## src/hw/rtl/ott_pkg.sv

```systemverilog
// Shared types and constants of the one-shot timer table.
package ott_pkg;

  typedef enum logic [1:0] {
    FUNC_CREATE  = 2'd0,
    FUNC_DESTROY = 2'd1,
    FUNC_FIND    = 2'd2,
    FUNC_TICK    = 2'd3
  } func_t;

  typedef enum logic [1:0] {
    KIND_REPLY  = 2'd0,
    KIND_EXPIRY = 2'd1,
    KIND_END    = 2'd2
  } kind_t;

  typedef enum logic [1:0] {
    STAT_OK        = 2'd0,
    STAT_BAD_ID    = 2'd1,
    STAT_BAD_MODE  = 2'd2,
    STAT_BAD_OWNER = 2'd3
  } status_t;

  typedef enum logic [1:0] {
    MODE_DEAD    = 2'd0,
    MODE_TICKS   = 2'd1,
    MODE_SECONDS = 2'd2
  } mode_t;

  localparam int unsigned IdW       = 8;
  localparam int unsigned DataW     = 32;
  localparam int unsigned FoundW    = 4;
  localparam int unsigned MaxExpiry = 16;
  localparam int unsigned ExpCntW   = 5;

endpackage

```

## src/hw/rtl/one_shot_timer_table.sv

```systemverilog
// One-shot timer table: slot store, sequencer and output register.
//
//  channel | direction | ports
//  --------+-----------+-----------------------------------------------------------
//  in      | request   | in_valid, in_stall, in_func, in_slot_id, in_delay,
//          |           | in_unit_mode, in_owner_tag, in_owner_valid, in_now_seconds
//  out     | result    | out_valid, out_stall, out_kind, out_status, out_found_id,
//          |           | out_expired_owner, out_last
//
//  Steps: create and destroy register the request, then reply; find-free scans up
//  from slot 0 to the first dead or last slot; a tick visits slots in turn up to the
//  last one or MaxExpiry expiries, each visit a count/owner memory read and then an
//  evaluate step via the shared decrement/compare unit, write-back on the same port.
//  Reset: rst_n is synchronous and active low; it clears all slot modes to dead,
//  the sequencer and the output register. No clearing pass is needed.
//  Stalls: in_stall is high while a request is in work; a full output register
//  held by out_stall freezes the sequencer at its next result.
module one_shot_timer_table #(
  parameter int unsigned NUM_SLOTS = 16
) (
  input  logic                            clk,
  input  logic                            rst_n,
  // request channel
  input  logic                            in_valid,
  output logic                            in_stall,
  input  logic [1:0]                      in_func,
  input  logic [ott_pkg::IdW-1:0]         in_slot_id,
  input  logic [ott_pkg::DataW-1:0]       in_delay,
  input  logic [1:0]                      in_unit_mode,
  input  logic [ott_pkg::DataW-1:0]       in_owner_tag,
  input  logic                            in_owner_valid,
  input  logic [ott_pkg::DataW-1:0]       in_now_seconds,
  // result channel
  output logic                            out_valid,
  input  logic                            out_stall,
  output logic [1:0]                      out_kind,
  output logic [1:0]                      out_status,
  output logic [ott_pkg::FoundW-1:0]      out_found_id,
  output logic [ott_pkg::DataW-1:0]       out_expired_owner,
  output logic                            out_last
);

  localparam int unsigned IW = (NUM_SLOTS > 1) ? $clog2(NUM_SLOTS) : 1;
  localparam logic [IW-1:0] LastIdx = IW'(NUM_SLOTS - 1);

  typedef enum logic [2:0] {
    S_IDLE,
    S_CRE,
    S_DES,
    S_FND,
    S_TRD,
    S_TEV,
    S_TEND
  } state_t;

  // Sequencer and request registers
  state_t                        state_r, state_nxt;
  logic [IW-1:0]                 idx_r, idx_nxt;
  logic                          id_bad_r, id_bad_nxt;
  logic [ott_pkg::DataW-1:0]     delay_r, delay_nxt;
  logic [1:0]                    unit_r, unit_nxt;
  logic [ott_pkg::DataW-1:0]     owner_r, owner_nxt;
  logic                          ownv_r, ownv_nxt;
  logic [ott_pkg::DataW-1:0]     now_r, now_nxt;
  logic [ott_pkg::ExpCntW-1:0]   exp_cnt_r, exp_cnt_nxt;

  // Slot mode flops (reset to dead) and count/owner memories
  ott_pkg::mode_t                mode_r [NUM_SLOTS];
  logic [ott_pkg::DataW-1:0]     cnt_mem [NUM_SLOTS];
  logic [ott_pkg::DataW-1:0]     own_mem [NUM_SLOTS];
  logic [ott_pkg::DataW-1:0]     cnt_rd_r;
  logic [ott_pkg::DataW-1:0]     own_rd_r;

  // Output register
  logic                          out_valid_r, out_valid_nxt;
  logic [1:0]                    out_kind_r, out_kind_nxt;
  logic [1:0]                    out_status_r, out_status_nxt;
  logic [ott_pkg::FoundW-1:0]    out_found_r, out_found_nxt;
  logic [ott_pkg::DataW-1:0]     out_owner_r, out_owner_nxt;
  logic                          out_last_r, out_last_nxt;

  // Write controls
  logic                          mode_we;
  ott_pkg::mode_t                mode_wdata;
  logic                          cnt_we;
  logic [ott_pkg::DataW-1:0]     cnt_wdata;
  logic                          own_we;

  // Shared arithmetic: saturating deadline add, decrement and compares
  logic [ott_pkg::DataW:0]       dl_sum;
  logic [ott_pkg::DataW-1:0]     dl_sat;
  ott_pkg::mode_t                cur_mode;
  logic                          fire;
  logic                          out_free;
  logic                          accept;
  logic [1:0]                    cre_status;

  assign accept   = in_valid && (state_r == S_IDLE);
  assign in_stall = (state_r != S_IDLE);
  assign out_free = !out_valid_r || !out_stall;
  assign cur_mode = mode_r[idx_r];

  assign dl_sum = {1'b0, now_r} + {1'b0, delay_r};
  assign dl_sat = dl_sum[ott_pkg::DataW] ? '1 : dl_sum[ott_pkg::DataW-1:0];

  always_comb begin
    fire = 1'b0;
    unique case (cur_mode)
      ott_pkg::MODE_TICKS:   fire = (cnt_rd_r <= ott_pkg::DataW'(1));
      ott_pkg::MODE_SECONDS: fire = (cnt_rd_r <= now_r);
      default:               fire = 1'b0;
    endcase
  end

  // Create checks in order: bad or busy id, bad unit, missing owner.
  always_comb begin
    priority if (id_bad_r || (cur_mode != ott_pkg::MODE_DEAD)) begin
      cre_status = ott_pkg::STAT_BAD_ID;
    end else if ((unit_r != ott_pkg::MODE_TICKS) && (unit_r != ott_pkg::MODE_SECONDS)) begin
      cre_status = ott_pkg::STAT_BAD_MODE;
    end else if (!ownv_r) begin
      cre_status = ott_pkg::STAT_BAD_OWNER;
    end else begin
      cre_status = ott_pkg::STAT_OK;
    end
  end

  always_comb begin
    state_nxt      = state_r;
    idx_nxt        = idx_r;
    id_bad_nxt     = id_bad_r;
    delay_nxt      = delay_r;
    unit_nxt       = unit_r;
    owner_nxt      = owner_r;
    ownv_nxt       = ownv_r;
    now_nxt        = now_r;
    exp_cnt_nxt    = exp_cnt_r;
    out_valid_nxt  = out_valid_r && out_stall;
    out_kind_nxt   = out_kind_r;
    out_status_nxt = out_status_r;
    out_found_nxt  = out_found_r;
    out_owner_nxt  = out_owner_r;
    out_last_nxt   = out_last_r;
    mode_we        = 1'b0;
    mode_wdata     = ott_pkg::MODE_DEAD;
    cnt_we         = 1'b0;
    cnt_wdata      = '0;
    own_we         = 1'b0;

    unique case (state_r)
      S_IDLE: begin
        if (accept) begin
          delay_nxt   = in_delay;
          unit_nxt    = in_unit_mode;
          owner_nxt   = in_owner_tag;
          ownv_nxt    = in_owner_valid;
          now_nxt     = in_now_seconds;
          id_bad_nxt  = (in_slot_id >= ott_pkg::IdW'(NUM_SLOTS));
          exp_cnt_nxt = '0;
          idx_nxt     = '0;
          unique case (in_func)
            ott_pkg::FUNC_CREATE: begin
              idx_nxt   = in_slot_id[IW-1:0];
              state_nxt = S_CRE;
            end
            ott_pkg::FUNC_DESTROY: begin
              idx_nxt   = in_slot_id[IW-1:0];
              state_nxt = S_DES;
            end
            ott_pkg::FUNC_FIND: state_nxt = S_FND;
            default:            state_nxt = S_TRD;
          endcase
        end
      end

      S_CRE: begin
        if (out_free) begin
          out_valid_nxt  = 1'b1;
          out_kind_nxt   = ott_pkg::KIND_REPLY;
          out_status_nxt = cre_status;
          out_found_nxt  = '0;
          out_owner_nxt  = '0;
          out_last_nxt   = 1'b1;
          if (cre_status == ott_pkg::STAT_OK) begin
            mode_we    = 1'b1;
            mode_wdata = ott_pkg::mode_t'(unit_r);
            cnt_we     = 1'b1;
            cnt_wdata  = (unit_r == ott_pkg::MODE_TICKS) ? delay_r : dl_sat;
            own_we     = 1'b1;
          end
          state_nxt = S_IDLE;
        end
      end

      S_DES: begin
        if (out_free) begin
          out_valid_nxt  = 1'b1;
          out_kind_nxt   = ott_pkg::KIND_REPLY;
          out_status_nxt = id_bad_r ? ott_pkg::STAT_BAD_ID : ott_pkg::STAT_OK;
          out_found_nxt  = '0;
          out_owner_nxt  = '0;
          out_last_nxt   = 1'b1;
          mode_we        = !id_bad_r;
          mode_wdata     = ott_pkg::MODE_DEAD;
          state_nxt      = S_IDLE;
        end
      end

      S_FND: begin
        if (cur_mode == ott_pkg::MODE_DEAD || idx_r == LastIdx) begin
          if (out_free) begin
            out_valid_nxt = 1'b1;
            out_kind_nxt  = ott_pkg::KIND_REPLY;
            out_owner_nxt = '0;
            out_last_nxt  = 1'b1;
            if (cur_mode == ott_pkg::MODE_DEAD) begin
              out_status_nxt = ott_pkg::STAT_OK;
              out_found_nxt  = ott_pkg::FoundW'(idx_r);
            end else begin
              out_status_nxt = ott_pkg::STAT_BAD_ID;
              out_found_nxt  = '0;
            end
            state_nxt = S_IDLE;
          end
        end else begin
          idx_nxt = idx_r + IW'(1);
        end
      end

      S_TRD: state_nxt = S_TEV;

      S_TEV: begin
        // hold while an expiry cannot be handed to the output register
        if (!fire || out_free) begin
          if (cur_mode == ott_pkg::MODE_TICKS) begin
            cnt_we    = 1'b1;
            cnt_wdata = fire ? '0 : (cnt_rd_r - ott_pkg::DataW'(1));
          end
          if (fire) begin
            mode_we        = 1'b1;
            mode_wdata     = ott_pkg::MODE_DEAD;
            out_valid_nxt  = 1'b1;
            out_kind_nxt   = ott_pkg::KIND_EXPIRY;
            out_status_nxt = ott_pkg::STAT_OK;
            out_found_nxt  = ott_pkg::FoundW'(idx_r);
            out_owner_nxt  = own_rd_r;
            out_last_nxt   = 1'b0;
            exp_cnt_nxt    = exp_cnt_r + ott_pkg::ExpCntW'(1);
          end
          if (idx_r == LastIdx ||
              (fire && exp_cnt_r == ott_pkg::ExpCntW'(ott_pkg::MaxExpiry - 1))) begin
            state_nxt = S_TEND;
          end else begin
            idx_nxt   = idx_r + IW'(1);
            state_nxt = S_TRD;
          end
        end
      end

      S_TEND: begin
        if (out_free) begin
          out_valid_nxt  = 1'b1;
          out_kind_nxt   = ott_pkg::KIND_END;
          out_status_nxt = ott_pkg::STAT_OK;
          out_found_nxt  = '0;
          out_owner_nxt  = '0;
          out_last_nxt   = 1'b1;
          state_nxt      = S_IDLE;
        end
      end

      default: state_nxt = S_IDLE;
    endcase
  end

  // Sequencer state, request registers, slot modes and output register
  always_ff @(posedge clk) begin
    if (!rst_n) begin
      state_r     <= S_IDLE;
      out_valid_r <= 1'b0;
      exp_cnt_r   <= '0;
      idx_r       <= '0;
      for (int i = 0; i < NUM_SLOTS; i++) begin
        mode_r[i] <= ott_pkg::MODE_DEAD;
      end
    end else begin
      state_r     <= state_nxt;
      out_valid_r <= out_valid_nxt;
      exp_cnt_r   <= exp_cnt_nxt;
      idx_r       <= idx_nxt;
      if (mode_we) begin
        mode_r[idx_r] <= mode_wdata;
      end
    end
    id_bad_r     <= id_bad_nxt;
    delay_r      <= delay_nxt;
    unit_r       <= unit_nxt;
    owner_r      <= owner_nxt;
    ownv_r       <= ownv_nxt;
    now_r        <= now_nxt;
    out_kind_r   <= out_kind_nxt;
    out_status_r <= out_status_nxt;
    out_found_r  <= out_found_nxt;
    out_owner_r  <= out_owner_nxt;
    out_last_r   <= out_last_nxt;
  end

  // Count and owner memories: one write, one registered read per cycle
  always_ff @(posedge clk) begin
    if (cnt_we) begin
      cnt_mem[idx_r] <= cnt_wdata;
    end
    if (own_we) begin
      own_mem[idx_r] <= owner_r;
    end
    if (state_r == S_TRD) begin
      cnt_rd_r <= cnt_mem[idx_r];
      own_rd_r <= own_mem[idx_r];
    end
  end

  assign out_valid         = out_valid_r;
  assign out_kind          = out_kind_r;
  assign out_status        = out_status_r;
  assign out_found_id      = out_found_r;
  assign out_expired_owner = out_owner_r;
  assign out_last          = out_last_r;

  // An accepted request keeps the input closed on the next cycle.
  a_busy_after_accept: assert property (@(posedge clk) disable iff (!rst_n)
    accept |=> in_stall)
    else $error("input not stalled after accepted request");

  // Expiries never close a request; replies and end-of-tick always do.
  a_last_by_kind: assert property (@(posedge clk) disable iff (!rst_n)
    out_valid_r |-> (out_last_r == (out_kind_r != ott_pkg::KIND_EXPIRY)))
    else $error("last flag does not match result kind");

  // Expiry count stays within the per-tick cap.
  a_exp_cap: assert property (@(posedge clk) disable iff (!rst_n)
    exp_cnt_r <= ott_pkg::ExpCntW'(ott_pkg::MaxExpiry))
    else $error("expiry count above cap");

  // A reported expiry kills its slot.
  a_fire_kills: assert property (@(posedge clk) disable iff (!rst_n)
    (state_r == S_TEV && fire && out_free) |=>
      (mode_r[$past(idx_r)] == ott_pkg::MODE_DEAD))
    else $error("expired slot still armed");

  // An evaluate cycle is always preceded by a memory read cycle.
  a_read_before_eval: assert property (@(posedge clk) disable iff (!rst_n)
    (state_r == S_TEV && $past(state_r) != S_TEV) |-> ($past(state_r) == S_TRD))
    else $error("slot evaluated without memory read");

endmodule
```

## config.mk

```make
export PLATFORM = sky130hd
export DESIGN_NAME = one_shot_timer_table
export DESIGN_NICKNAME = d
export VERILOG_FILES = /design/src/hw/rtl/ott_pkg.sv /design/src/hw/rtl/one_shot_timer_table.sv
export SDC_FILE = /design/constraint.sdc
export NUM_CORES = 1
export LEC_CHECK = 0
export ABC_CLOCK_PERIOD_IN_PS = 13510
export BUFFER_PORTS_ARGS = -buffer_cell sky130_fd_sc_hd__clkbuf_2
export CORE_MARGIN = 2
export CORE_UTILIZATION = 55
export DETAILED_ROUTE_END_ITERATION = 7
export HOLD_SLACK_MARGIN = 0.08
export PLACE_DENSITY = 0.8
export REMOVE_ABC_BUFFERS = 1
export SYNTH_ARGS = -nofsm -noshare
export SYNTH_HDL_FRONTEND = slang
export SYNTH_SLANG_ARGS = --single-unit
```

## constraint.sdc

```tcl
create_clock -name clk -period 13.51 [get_ports clk]
set_input_delay 2.0265 -clock clk [delete_from_list [all_inputs] [get_ports clk]]
set_output_delay 2.0265 -clock clk [all_outputs]
set_load 0.02 [all_outputs]
```

==> results.md <==
Status:
- The run finished with clean final reports.

Synth:
- In this run, synthesis produced a sequential element count of 1278.
- During synthesis, Yosys emitted a total of 0 warnings.
- Of the post-synthesis cell area, the dominant cell type holds 74.3%.
- Yosys mapped a number of flops with a built-in enable equal to 1261.
- Synthesis produced a netlist whose cell count is about 2500.
- The number of distinct library cell variants in the gate-level netlist after synthesis is 67.
- The top cell type by total area after synthesis is edfxtp_1.
- The post-synth design cell area is 51000 um2.
- By count the netlist is led by edfxtp_1 (1261), mux4_2 (330), nor2_1 (105).
- After synthesis, the mean cell area works out to roughly 20 um2.
- In the synthesized netlist the async set-or-reset flop fraction comes to 0%.
- Summing the sequential cell areas from Yosys gives 75.0% of the chip area.
- By area the synthesized netlist is led by edfxtp_1 (74%), mux4_2 (15%), ha_1 (2.0%), nor2_1 (0.77%), a21oi_1 (0.69%).
- Among all flip-flop cells after synthesis, the most frequent one is edfxtp_1.
- The most repeated cell in the gate-level netlist after synthesis is edfxtp_1.

Detailed routing:
- In the routed layout, each cell is associated on average with a via count of 6.58.
- The first detailed-routing pass took 5 iterations.
- In the routed design, unresolved DRC markers number 0.
- Dividing the detail-routed wire length by the instance count gives 31.1 um.
- The final wirelength is 125000 um.
- The routed layout has 26500 vias.
- After the first detailed-routing iteration, the DRC count stood at approximately 3800.
- Once detail routing completed, the nets flagged for antenna violations numbered 0.

Worst setup path:
- The kind of capture point of the worst setup path is a register.
- The worst setup path is launched from a register.
- In this design, the stage delay of the slowest critical-path cell is about 0.96 ns.
- Measured in cells, the most critical reg-to-reg path has a length of 11.
- The setup path with the least slack is of type register to register.
- The worst-path cell with the longest stage delay is and2_2.
- The most used cell along the critical path is mux4_2.
- Of all nets on the critical path, the largest fanout is 32.
- At the worst endpoint, the required time is 13.83 ns.
- For the worst setup path, the data arrival time is 5.76 ns.
- The critical path goes through mux4_2 > mux4_2 > inv_1 > ha_1 > and3_1 > nand3_1 > or4_1 > o21ai_2 > o21ai_1 > a31oi_1 > and2_2.

Flow run:
- Across the run, the number of max-cap violations was 0.

Clocking:
- After clock tree synthesis, the clock-pin slew on the worst setup and hold paths is about 0.060 ns.
- The H-tree generated during clock tree synthesis spans 3 levels.
- The later pin in the worst-skew pair is clocked with a latency of 0.72 ns.
- The number of setup buffers added after CTS is 0.
- The clock tree from TritonCTS is done.
- The number of sinks driven by the clock tree is 1278.
- Clock tree synthesis inserted a total of 118 buffers.
- In this run the clock root is driven by a clkbuf_16.
- The number of hold buffers added after cts is 0.
- The count of cells resized by post-cts repair is 0.
- The maximum buffer depth of the clock tree is 3.

Power:
- IR analysis of the VDD net gives a maximum drop of 0.000139 V.
- The power per unit of standard cell area is roughly 150 nW/um2.
- The static leakage is 19.3 nW.

GRT:
- The first global-routing pass estimated 183000 um of wire.
- Summed over all layers, the global routing overflow is 0.
- Entering global routing, the biggest net connects 123 pins.
- The met1 track utilization from global routing is 35.0%.
- The number of global-route vias before repair was 27500.
- The global routing stage identified its most utilized layer as met2.
- The total global-route track usage is 26.8%.
- For this run, global-route usage on met3 was measured as approximately 4.3%.
- The number of antenna violations at the first check in global routing came to 2.
- For this run, global-route usage on met2 was measured as 45.9%.

Die:
- The core region is 91800 um2.
- The die is about 310 um tall.
- The floorplan has 111 rows.
- The effective utilization at floorplan is between 50% and 60%.
- The top-level port count is ~160.
- The horizontal die dimension is about 310 um.
- The die covers between 90000 and 100000 um2.

Place:
- In this run the cell area measured after placement is 53600 um2.
- The congestion estimate from routability-driven global placement came to 0.846.
- Detailed placement finished with a half-perimeter wire length of 65500 um.
- Buffers placed on the I/O ports in this run total 155.

STA:
- The worst pin sits at a relative slew slack of about 17%.
- Setup repair after global routing left no endpoint under its margin.
- The number of slew-limit violations in the final report came to 0.
- The smallest clock period supported by the final layout is computed as 5.44 ns.
- The number of failing hold endpoints at the final stage is 0.
- Setup violations remaining at the end of the flow were counted as 0.
- The final setup skew is 0.0639 ns.
- The final critical path takes up ~40% of the cycle.
- The worst-margin pin slew is roughly 1.2 ns.
- Based on the critical path, the design can be clocked at up to 184 MHz.

Layout:
- The final core area utilization is 62.6%.
- The number of antenna diodes in the final layout is 0.
- In the final design database the tool counted 2892 nets.
- The share of layout cells above drive strength 1 is 27.2%.
- The finished cells cover 57500 um2.
- The area added between synthesis and finish is 12.7%.

Worst hold path:
- The type of the tightest min-delay check is register to register.
- The worst hold path passes through 2 cells.
==> routing by layer <==
| layer | wire (um) | up-vias |
|---|---|---|
| met1 | 44300 | 13700 |
| li1 | - | 10700 |
| met4 | 4530 | 4 |
| met5 | 18 | - |
| met2 | 64200 | 1856 |
| met3 | 12400 | 319 |
==> critical path: cells and delay by family (launching register included) <==
kind / cells / cell delay, ns
adders and majority gates: 1 / 0.33
AOI/OAI and AO/OA: 3 / 1.14
DFF: 1 / 0.63
and+or+nand+nor: 4 / 1.68
muxes: 2 / 1.08
buffers and inverters: 1 / 0.11
==> layout by cell type, fill, tap and decap left out, types with 10 or more instances in the layout <==
cell type and instances:
nand2_1 64, clkinv_2 20, bufinv_16 15, nor2_4 33
mux4_2 330, o21ai_1 30, clkinv_1 22, o221ai_1 30
edfxtp_1 1261, clkbuf_1 27, nor4_1 10, clkbuf_16 120
and2_1 43, clkbuf_2 155, xnor2_1 40, ha_1 80
o21ai_0 32, a21oi_1 70, xor2_1 18, inv_1 59
nor2_1 72, dfxtp_1 13, a21o_1 20, buf_4 50
nand3_1 21, nor2b_1 12
==> through the flow <==
stage	instances	setup TNS [ns]	power, W	hold WS (ns)	worst slack, ns
global placement	3820	0	0.00530	0.457	8.17
CTS	4033	0	0.00864	0.510	7.79
global route	4034	0	0.00883	0.534	7.82
detailed placement	3820	0	0.00533	0.501	7.87
floorplan	2372	-3.65	0.00517	0.448	-0.114
finish	4034	0	0.00862	0.514	8.07
==> state kept, by name (all words and copies together), names as in the netlist, 3 cells and up, named ones only <==
signal	flops
cnt_mem	512
own_mem	512
cnt_rd_r	32
delay_r	32
mode_r	32
now_r	32
out_expired_owner	32
own_rd_r	32
owner_r	32
exp_cnt_r	5
idx_r	4
out_found_id	4
state_r	3
==> cell type report <==
cell class / instances / area, um2
flip-flops and latches: 1278 / 38200
fillers: 5886 / 34400
multi-input cells: 1034 / 12400
clock buffers: 147 / 3100
well taps: 1243 / 1560
repair buffers: 206 / 1170
clock inverters: 66 / 759
inverters: 60 / 225
==> report_power, final <==
group | total [W] | switching (W) | leakage [nW] | internal [W]
logic | 0.000701 | 0.000409 | 4.76 | 0.000292
registers | 0.00456 | 0.000108 | 12.7 | 0.00445
clock network | 0.00335 | 0.00144 | 1.88 | 0.00191
==> kinds of logic (layout without fill, tap and decap cells) <==
kind of cell    count (synthesis)  in the layout  synth area share (%)
flops                        1278           1278                  75.0
compound gates                240            240                  3.00
simple gates                  322            322                  3.15
xor+xnor                       58             58                 0.997
mux                           333            333                  14.6
fa+ha+maj                      81             81                  2.00
buf+inv                       168            479                  1.24
==> final timing paths <==
path                              startpoint                    end  slack (ns)
worst max-delay path                register  out_expired_owner[13]        8.07
worst min-delay path            exp_cnt_r[3]           exp_cnt_r[3]        0.51
worst max register to register      register  out_expired_owner[13]        8.07
worst min register to register  exp_cnt_r[3]           exp_cnt_r[3]        0.51
Power figures use the tool's default switching activity.
